--- src/rtl/pulse_width_frame_transmitter_assert.svh ---
// Assertion macros, included by pwft_line_fsm.sv.
`ifndef PULSE_WIDTH_FRAME_TRANSMITTER_ASSERT_SVH
`define PULSE_WIDTH_FRAME_TRANSMITTER_ASSERT_SVH

// Checked outside reset only.
`define PWFT_ASSERT(lbl, prop, msg) \
  lbl: assert property (@(posedge clk_i) disable iff (!rst_ni) prop) else $error(msg);

// Checked at every edge, reset included.
`define PWFT_ASSERT_ALWAYS(lbl, prop, msg) \
  lbl: assert property (@(posedge clk_i) prop) else $error(msg);

`endif

--- src/rtl/pwft_pkg.sv ---
package pwft_pkg;

  typedef enum logic [1:0] {
    ACT_TICK  = 2'd0,
    ACT_WRITE = 2'd1,
    ACT_CLEAR = 2'd2,
    ACT_NONE  = 2'd3
  } action_e;

  typedef enum logic [1:0] {
    ST_OK    = 2'd0,
    ST_RANGE = 2'd1,
    ST_BUSY  = 2'd2
  } status_e;

  typedef enum logic [2:0] {
    CFG_ONE_LOW       = 3'd0,
    CFG_ZERO_LOW      = 3'd1,
    CFG_BIT_GAP       = 3'd2,
    CFG_PRE_LOW       = 3'd3,
    CFG_PRE_HIGH      = 3'd4,
    CFG_SEND_INTERVAL = 3'd5
  } cfg_idx_e;

  typedef enum logic [4:0] {
    PH_IDLE     = 5'b00001,
    PH_PRE_LOW  = 5'b00010,
    PH_PRE_HIGH = 5'b00100,
    PH_BIT_LOW  = 5'b01000,
    PH_BIT_HIGH = 5'b10000
  } phase_e;

  localparam int unsigned TicksW    = 16;
  localparam int unsigned IntervalW = 20;
  localparam int unsigned CfgDataW  = 20;

  localparam logic [TicksW-1:0]    OneLowReset   = 16'd1500;
  localparam logic [TicksW-1:0]    ZeroLowReset  = 16'd650;
  localparam logic [TicksW-1:0]    BitGapReset   = 16'd750;
  localparam logic [TicksW-1:0]    PreLowReset   = 16'd7500;
  localparam logic [TicksW-1:0]    PreHighReset  = 16'd3800;
  localparam logic [IntervalW-1:0] IntervalReset = 20'd10000;

  typedef struct packed {
    logic [TicksW-1:0]    one_low;
    logic [TicksW-1:0]    zero_low;
    logic [TicksW-1:0]    bit_gap;
    logic [TicksW-1:0]    pre_low;
    logic [TicksW-1:0]    pre_high;
    logic [IntervalW-1:0] send_interval;
  } cfg_t;

  // sequencer -> frame buffer
  typedef struct packed {
    logic idle;
    logic load;
    logic shift;
  } buf_ctrl_t;

endpackage

--- src/rtl/pulse_width_frame_transmitter.sv ---
// Channel  | Handshake               | Payload
// ---------+-------------------------+---------------------------------------------
// in       | in_valid_i / in_ready_o | action_i, byte_index_i, byte_value_i
// out      | out_valid_o/ out_ready_i| line_level_o, write_status_o, frame_active_o
// cfg      | cfg_we_i                | cfg_index_i, cfg_wdata_i
//
// One item per clock unless the output stalls; inputs, then results, are registered.
// The sequencer updates phase, counters and line as a tick item executes.
// rst_ni is asynchronous; frame bytes, checksum and sequencer clear at once.
// A stalled output holds the execute stage; in_ready_o is low only while both stages
// are full and out_ready_i is low.
module pulse_width_frame_transmitter #(
  parameter int unsigned FRAME_BYTES = 6
) (
  input  logic                          clk_i,
  input  logic                          rst_ni,
  input  logic                          in_valid_i,
  output logic                          in_ready_o,
  input  logic [1:0]                    action_i,
  input  logic [3:0]                    byte_index_i,
  input  logic [7:0]                    byte_value_i,
  output logic                          out_valid_o,
  input  logic                          out_ready_i,
  output logic                          line_level_o,
  output logic [1:0]                    write_status_o,
  output logic                          frame_active_o,
  input  logic                          cfg_we_i,
  input  logic [2:0]                    cfg_index_i,
  input  logic [pwft_pkg::CfgDataW-1:0] cfg_wdata_i
);
  import pwft_pkg::*;

  cfg_t      cfg_q;
  logic      s1_vld_q, out_vld_q, exec;
  action_e   act_q;
  logic [3:0] idx_q;
  logic [7:0] val_q;
  buf_ctrl_t ctrl;
  logic      tx_bit, line_d, active;
  status_e   status;
  logic      res_line_q, res_active_q;
  logic [1:0] res_status_q;

  assign exec       = s1_vld_q && (!out_vld_q || out_ready_i);
  assign in_ready_o = !s1_vld_q || exec;

  always_ff @(posedge clk_i or negedge rst_ni) begin
    if (!rst_ni) begin
      cfg_q.one_low       <= OneLowReset;
      cfg_q.zero_low      <= ZeroLowReset;
      cfg_q.bit_gap       <= BitGapReset;
      cfg_q.pre_low       <= PreLowReset;
      cfg_q.pre_high      <= PreHighReset;
      cfg_q.send_interval <= IntervalReset;
    end else if (cfg_we_i) begin
      unique case (cfg_idx_e'(cfg_index_i))
        CFG_ONE_LOW:       cfg_q.one_low       <= cfg_wdata_i[TicksW-1:0];
        CFG_ZERO_LOW:      cfg_q.zero_low      <= cfg_wdata_i[TicksW-1:0];
        CFG_BIT_GAP:       cfg_q.bit_gap       <= cfg_wdata_i[TicksW-1:0];
        CFG_PRE_LOW:       cfg_q.pre_low       <= cfg_wdata_i[TicksW-1:0];
        CFG_PRE_HIGH:      cfg_q.pre_high      <= cfg_wdata_i[TicksW-1:0];
        CFG_SEND_INTERVAL: cfg_q.send_interval <= cfg_wdata_i[IntervalW-1:0];
        default: ;
      endcase
    end
  end

  always_ff @(posedge clk_i or negedge rst_ni) begin
    if (!rst_ni) begin
      s1_vld_q  <= 1'b0;
      out_vld_q <= 1'b0;
    end else begin
      if (in_ready_o) begin
        s1_vld_q <= in_valid_i;
      end
      if (exec) begin
        out_vld_q <= 1'b1;
      end else if (out_ready_i) begin
        out_vld_q <= 1'b0;
      end
    end
  end

  always_ff @(posedge clk_i) begin
    if (in_valid_i && in_ready_o) begin
      act_q <= action_e'(action_i);
      idx_q <= byte_index_i;
      val_q <= byte_value_i;
    end
    if (exec) begin
      res_line_q   <= line_d;
      res_status_q <= status;
      res_active_q <= active;
    end
  end

  pwft_frame_buf #(
    .FRAME_BYTES(FRAME_BYTES)
  ) u_buf (
    .clk_i        (clk_i),
    .rst_ni       (rst_ni),
    .exec_i       (exec),
    .action_i     (act_q),
    .byte_index_i (idx_q),
    .byte_value_i (val_q),
    .ctrl_i       (ctrl),
    .tx_bit_o     (tx_bit),
    .status_o     (status)
  );

  pwft_line_fsm #(
    .FRAME_BYTES(FRAME_BYTES)
  ) u_fsm (
    .clk_i    (clk_i),
    .rst_ni   (rst_ni),
    .exec_i   (exec),
    .action_i (act_q),
    .cfg_i    (cfg_q),
    .tx_bit_i (tx_bit),
    .ctrl_o   (ctrl),
    .line_d_o (line_d),
    .active_o (active)
  );

  assign out_valid_o    = out_vld_q;
  assign line_level_o   = res_line_q;
  assign write_status_o = res_status_q;
  assign frame_active_o = res_active_q;

endmodule

--- src/rtl/pwft_frame_buf.sv ---
module pwft_frame_buf #(
  parameter int unsigned FRAME_BYTES = 6
) (
  input  logic               clk_i,
  input  logic               rst_ni,
  input  logic               exec_i,
  input  pwft_pkg::action_e  action_i,
  input  logic [3:0]         byte_index_i,
  input  logic [7:0]         byte_value_i,
  input  pwft_pkg::buf_ctrl_t ctrl_i,
  output logic               tx_bit_o,
  output pwft_pkg::status_e  status_o
);
  import pwft_pkg::*;

  localparam int unsigned IdxW = $clog2(FRAME_BYTES);
  localparam int unsigned TxW  = 8 * FRAME_BYTES;
  localparam logic [IdxW-1:0] LastIdx = IdxW'(FRAME_BYTES - 1);
  localparam logic [4:0] DepthW5 = 5'(FRAME_BYTES);

  logic [7:0]     store_q [FRAME_BYTES];
  logic [7:0]     sum_q, sum_d;
  logic [TxW-1:0] tx_q, tx_load;
  logic [IdxW-1:0] wi;
  logic           in_range, write_ok, clear_ok;

  assign wi       = byte_index_i[IdxW-1:0];
  assign in_range = {1'b0, byte_index_i} < DepthW5;
  assign write_ok = exec_i && (action_i == ACT_WRITE) && ctrl_i.idle && in_range;
  assign clear_ok = exec_i && (action_i == ACT_CLEAR) && ctrl_i.idle;
  // running checksum of every byte except the last
  assign sum_d    = 8'(sum_q + byte_value_i - store_q[wi]);

  always_comb begin
    status_o = ST_OK;
    if (action_i == ACT_WRITE) begin
      if (!ctrl_i.idle) begin
        status_o = ST_BUSY;
      end else if (!in_range) begin
        status_o = ST_RANGE;
      end
    end
  end

  always_comb begin
    tx_load = '0;
    for (int i = 0; i < FRAME_BYTES - 1; i++) begin
      tx_load[8*i +: 8] = store_q[i];
    end
    tx_load[8*(FRAME_BYTES-1) +: 8] = sum_q;
  end

  always_ff @(posedge clk_i or negedge rst_ni) begin
    if (!rst_ni) begin
      for (int i = 0; i < FRAME_BYTES; i++) begin
        store_q[i] <= '0;
      end
      sum_q <= '0;
    end else if (clear_ok) begin
      for (int i = 0; i < FRAME_BYTES; i++) begin
        store_q[i] <= '0;
      end
      sum_q <= '0;
    end else if (write_ok) begin
      store_q[wi] <= byte_value_i;
      if (wi != LastIdx) begin
        sum_q <= sum_d;
      end
    end else if (ctrl_i.load) begin
      store_q[LastIdx] <= sum_q;
    end
  end

  always_ff @(posedge clk_i) begin
    if (ctrl_i.load) begin
      tx_q <= tx_load;
    end else if (ctrl_i.shift) begin
      tx_q <= {1'b0, tx_q[TxW-1:1]};
    end
  end

  assign tx_bit_o = tx_q[0];

endmodule

--- src/rtl/pwft_line_fsm.sv ---
module pwft_line_fsm #(
  parameter int unsigned FRAME_BYTES = 6
) (
  input  logic                clk_i,
  input  logic                rst_ni,
  input  logic                exec_i,
  input  pwft_pkg::action_e   action_i,
  input  pwft_pkg::cfg_t      cfg_i,
  input  logic                tx_bit_i,
  output pwft_pkg::buf_ctrl_t ctrl_o,
  output logic                line_d_o,
  output logic                active_o
);
  import pwft_pkg::*;

  localparam int unsigned IdxW = $clog2(FRAME_BYTES);
  localparam logic [IdxW-1:0] LastIdx = IdxW'(FRAME_BYTES - 1);

  phase_e               ph_q, ph_d, eff_ph;
  logic [TicksW-1:0]    cnt_q, cnt_d, eff_cnt, cnt_inc, len, len1;
  logic [IdxW-1:0]      byte_q, byte_d;
  logic [2:0]           bit_q, bit_d;
  logic [IntervalW-1:0] idle_cnt_q, idle_cnt_d;
  logic                 line_q, line_d;
  logic                 tick, start, framed, level, adv, shift;

  assign tick    = exec_i && (action_i == ACT_TICK);
  assign start   = tick && (ph_q == PH_IDLE) && (idle_cnt_q >= cfg_i.send_interval);
  assign framed  = tick && ((ph_q != PH_IDLE) || start);
  assign eff_ph  = start ? PH_PRE_LOW : ph_q;
  assign eff_cnt = start ? '0 : cnt_q;
  assign cnt_inc = eff_cnt + 1'b1;
  assign level   = !((eff_ph == PH_PRE_LOW) || (eff_ph == PH_BIT_LOW));

  always_comb begin
    unique case (eff_ph)
      PH_PRE_LOW:  len = cfg_i.pre_low;
      PH_PRE_HIGH: len = cfg_i.pre_high;
      PH_BIT_LOW:  len = tx_bit_i ? cfg_i.one_low : cfg_i.zero_low;
      default:     len = cfg_i.bit_gap;
    endcase
  end

  assign len1 = (len == '0) ? TicksW'(1) : len;
  assign adv  = (cnt_inc >= len1) || (cnt_inc == '0);

  always_comb begin
    ph_d       = ph_q;
    cnt_d      = cnt_q;
    byte_d     = byte_q;
    bit_d      = bit_q;
    idle_cnt_d = idle_cnt_q;
    line_d     = line_q;
    shift      = 1'b0;
    if (tick && !framed) begin
      if (idle_cnt_q != '1) begin
        idle_cnt_d = idle_cnt_q + 1'b1;
      end
      line_d = 1'b1;
    end else if (framed) begin
      line_d = level;
      ph_d   = eff_ph;
      cnt_d  = cnt_inc;
      if (adv) begin
        cnt_d = '0;
        unique case (eff_ph)
          PH_PRE_LOW:  ph_d = PH_PRE_HIGH;
          PH_PRE_HIGH: begin
            ph_d   = PH_BIT_LOW;
            byte_d = '0;
            bit_d  = '0;
          end
          PH_BIT_LOW:  ph_d = PH_BIT_HIGH;
          PH_BIT_HIGH: begin
            if (bit_q != 3'd7) begin
              bit_d = bit_q + 1'b1;
              ph_d  = PH_BIT_LOW;
              shift = 1'b1;
            end else if (byte_q != LastIdx) begin
              byte_d = byte_q + 1'b1;
              bit_d  = '0;
              ph_d   = PH_BIT_LOW;
              shift  = 1'b1;
            end else begin
              ph_d       = PH_IDLE;
              byte_d     = '0;
              bit_d      = '0;
              idle_cnt_d = '0;
            end
          end
          default: ph_d = PH_IDLE;
        endcase
      end
    end
  end

  always_ff @(posedge clk_i or negedge rst_ni) begin
    if (!rst_ni) begin
      ph_q       <= PH_IDLE;
      cnt_q      <= '0;
      byte_q     <= '0;
      bit_q      <= '0;
      idle_cnt_q <= '0;
      line_q     <= 1'b1;
    end else begin
      ph_q       <= ph_d;
      cnt_q      <= cnt_d;
      byte_q     <= byte_d;
      bit_q      <= bit_d;
      idle_cnt_q <= idle_cnt_d;
      line_q     <= line_d;
    end
  end

  assign ctrl_o.idle  = (ph_q == PH_IDLE);
  assign ctrl_o.load  = start;
  assign ctrl_o.shift = shift;
  assign line_d_o     = line_d;
  assign active_o     = tick ? framed : (ph_q != PH_IDLE);

  `include "pulse_width_frame_transmitter_assert.svh"

  `PWFT_ASSERT(a_start_leaves_idle, start |=> (ph_q != PH_IDLE), "frame start did not leave idle")
  `PWFT_ASSERT(a_idle_tick_high, (tick && !framed) |=> line_q, "idle tick did not drive high")
  `PWFT_ASSERT_ALWAYS(a_preamble_pos_zero,
    ((ph_q == PH_PRE_LOW) || (ph_q == PH_PRE_HIGH)) |-> ((byte_q == '0) && (bit_q == '0)),
    "bit position not cleared during preamble")

endmodule

--- config.mk ---
export PLATFORM = sky130hd
export DESIGN_NAME = pulse_width_frame_transmitter
export DESIGN_NICKNAME = d
export VERILOG_FILES = /design/src/rtl/pwft_pkg.sv /design/src/rtl/pulse_width_frame_transmitter.sv /design/src/rtl/pwft_frame_buf.sv /design/src/rtl/pwft_line_fsm.sv
export VERILOG_INCLUDE_DIRS = /design/src /design/src/rtl
export SDC_FILE = /design/constraint.sdc
export NUM_CORES = 1
export LEC_CHECK = 0
export ABC_AREA = 1
export CORE_ASPECT_RATIO = 0.8
export CORE_MARGIN = 4
export CORE_UTILIZATION = 64
export CTS_CLUSTER_DIAMETER = 40
export DETAILED_ROUTE_END_ITERATION = 8
export DONT_BUFFER_PORTS = 1
export GPL_ROUTABILITY_DRIVEN = 0
export MAX_ROUTING_LAYER = met4
export PLACE_DENSITY_LB_ADDON = 0.15
export SLEW_MARGIN = 20
export SYNTH_ARGS = -nofsm -noshare
export SYNTH_HDL_FRONTEND = slang
export SYNTH_SLANG_ARGS = --single-unit
--- constraint.sdc ---
create_clock -name clk_i -period 7.5 [get_ports clk_i]
set_input_delay 1.875 -clock clk_i [delete_from_list [all_inputs] [get_ports clk_i]]
set_output_delay 1.875 -clock clk_i [all_outputs]
set_load 0.01 [all_outputs]
==> flow_metrics.py <==
metrics = {
    "global_route": {
        "grt_pass1_vias": 10700,
        "grt_usage_pct": 30.7,
        "use_met3_pct": 10.5,
        "grt_pass1_wl_um": 58100,
        "grt_util_met1_pct": 47.2,
        "busiest_layer": "met1",
        "grt_remaining_overflow": 0,
        "grt_start_max_net_pins": 207,
        "antenna_found_initial": 2,
        "met2_usage_pct": 39.0,
    },
    "floorplan": {
        "die_x_um": 173,
        "dieArea_mm2": 0.0242,
        "core_area_mm2": 0.0211,
        "initial_utilization_pct": 66.1,
        "die_h_um": 140,
        "ios": 48,
        "row_count": 47,
    },
    "worst_setup_path": {
        "cp_num_buf_inv": 6,
        "rr_endpoint": "u_buf.tx_q[33]",
        "worst-r2r-setup-slack_ns": 1.16,
        "worstPathRequired_ns": 7.64,
        "arrival_ns": 6.91,
        "cp_slowest_cell": "buf_4",
        "start_kind": "input pin",
        "cp-end-kind": "register",
        "reg2reg_depth": 38,
        "slowest_delay_ns": 0.55,
        "crit_top_cell": "nand2_1",
        "crit_type": "input pin to register",
        "crit_start": "out_ready_i",
        "r2r-start": "cfg_q[13]",
        "critical_path.max_fanout": 48,
        "cpLargestDelayFamily": "simple AND/OR/NAND/NOR gates",
    },
    "routing": {
        "vias": 11600,
        "post-route-drc-count": 0,
        "dr.pass1.iters": 6,
        "antenna_left": 0,
        "initialDrtViolationCount": 1477,
        "vias_per_cell": 5.97,
        "wl_um": 35900,
        "routedWlPerCell_um": 18.5,
    },
    "synthesis": {
        "yosys.area.top_type": "dfrtp_1",
        "dominantRegCellSynth": "dfrtp_1",
        "synth_top_cell_area_share_pct": 30.0,
        "synth.yosys.warnings": 0,
        "synth_edf_count": 66,
        "synth.area.top_cells": "dfrtp_1 (30%), edfxtp_1 (14%), nand2_1 (14%)",
        "yosysSeqAreaShare_pct": 51.6,
        "syn_avg_cell_area_um2": 8.40,
        "synth_area_mm2": 0.0139,
        "synthArstFlopShare_pct": 75.7,
        "synth_nets": 1754,
        "yosysUniqueCellTypes": 51,
        "yosysMostFrequentCell": "nand2_1",
        "synthTopCellsByCount": "nand2_1 (502), inv_1 (201), o21ai_0 (186)",
        "synth-seq-cells": 272,
        "synth_cells": 1657,
    },
    "worst_hold_path": {
        "hp-start": "cfg_q[89]",
        "hold_end": "cfg_q[89]",
        "holdCritPathClass": "register to register",
        "hold_depth": 2,
    },
    "clock_network": {
        "clk_latency_ns": 0.52,
        "postCtsSetupBuffers": 0,
        "cts_num_sinks": 272,
        "root_buffer": "clkbuf_16",
        "cts_max_path_buffers": 3,
        "ctsHoldBuffers": 0,
        "htree_levels": 2,
        "clkTransAtPathRegs_ns": 0.06,
        "cts_tree": "built",
        "cts_buffers": 35,
        "post_cts_resized": 0,
    },
    "sta": {
        "max_freq_ghz": 0.148,
        "final.period_utilization_pct": 90.3,
        "rsz0062_at_grt": "false",
        "fin_crit_ns": 6.77,
        "slew_headroom_pct": 32.6,
        "final_max_slew_viol_count": 0,
        "clock_skew_ns": 0.0249,
        "worstMarginPinSlew_ns": 1.01,
        "finalSetupViolCount": 0,
        "final.setup.tns_ns": 0,
        "hold_viol": 0,
    },
    "finish": {
        "fin_nets": 1746,
        "design_area_mm2": 0.0153,
        "postLayoutCoreUtil_pct": 72.5,
        "syn_to_final_growth_pct": 9.57,
        "layout-drive-gt1-share_pct": 8.06,
        "layoutNonFillerInstCount": 1944,
    },
    "placement": {
        "placed_area_mm2": 0.0141,
        "dpl.cell_count": 1881,
        "portBuffers": 0,
        "dp_hpwl_um": 25100,
    },
    "status": {
        "status": "complete, no violations",
    },
    "power": {
        "p_leak_nw": 7.13,
        "worst_ir_drop_vdd_mv": 0.248,
        "power.density_mw_per_mm2": 306,
    },
    "flow_run": {
        "max_cap_viol_count": 0,
    },
}
layout by cell type, fill, tap and decap left out, types with 16 or more instances in the layout:
master     netlist  final
nor2_1          79     79
ha_1            48     48
nand2_1        502    501
dfstp_2         39     39
dfrtp_1        167    167
nand3_1         79     77
inv_1          201    201
nand4_1         17     17
nor3_1          16     16
o21ai_0        186    186
edfxtp_1        66     66
a21oi_1         75     74
clkbuf_16        0     36
registers in the layout, summed over array words and instances, names as in the netlist:
name and cells:
u_buf.store_q 48, out_valid_o 1, frame_active_o 1, u_fsm.cnt_q 16
u_fsm.byte_q 3, u_fsm.bit_q 3, cfg_q 100, idx_q 4
u_buf.tx_q 48, act_q 2, line_level_o 1, u_buf.sum_q 8
u_fsm.idle_cnt_q 20, write_status_o 2, s1_vld_q 1, u_fsm.line_q 1
u_fsm.ph_q 5, val_q 8
power by group:
part	leakage, nW	internal, mW	total [mW]	switching, mW
registers	3.20	1.75	1.90	0.148
clock network	0.557	1.01	1.66	0.651
logic	3.37	0.389	1.11	0.726
tightest hold or removal path, delay by kind of cell, from the launching register on:
family / cells / cell delay, ns
AND/OR/NAND/NOR: 1 / 0.05
flip-flops: 1 / 0.34
AO/OA/AOI/OAI: 1 / 0.06
logic make-up after synthesis:
| group | count (synthesis) | share of synthesized area, % |
|---|---|---|
| adders and majority gates | 55 | 5.32 |
| AOI/OAI and AO/OA | 327 | 12.8 |
| xor gates and xnor gates | 13 | 0.818 |
| buffers and inverters | 260 | 7.40 |
| and+or+nand+nor | 730 | 22.0 |
| DFF | 272 | 51.6 |
stage by stage:
| stage | hold slack [ns] | setup slack [ns] | power [mW] |
|---|---|---|---|
| CTS | 0.487 | 0.847 | 4.66 |
| finish | 0.487 | 0.728 | 4.67 |
| floorplan | 0.448 | 0.633 | 2.72 |
| global placement | 0.466 | 0.663 | 2.95 |
| global route | 0.497 | 0.283 | 4.93 |
| detailed placement | 0.474 | 0.354 | 2.99 |
layer usage:
layer	vias up	wire, um
li1	5437	-
met1	5495	16300
met2	590	14300
met3	74	4510
met4	0	702
met5	-	0
how the worst max path moves through the flow:
stage,slack (ns),end,depth (start not counted)
after floorplan,0.63,u_buf.tx_q[0],36
after global placement,0.66,u_buf.tx_q[44],36
after detailed placement,0.35,u_buf.tx_q[1],36
after CTS,0.85,u_buf.tx_q[7],36
after global routing,0.28,u_buf.tx_q[39],36
final,0.73,u_buf.tx_q[33],36
cell type report:
class | instances | area (um2)
multi-input cells | 1125 | 5740
well taps | 269 | 337
clock inverters | 14 | 158
inverters | 207 | 782
clock buffers | 48 | 996
flip-flops and latches | 272 | 7190
repair buffers | 8 | 60.1
diodes | 1 | 2.50
fillers | 1583 | 5800
Power figures use the tool's default switching activity.
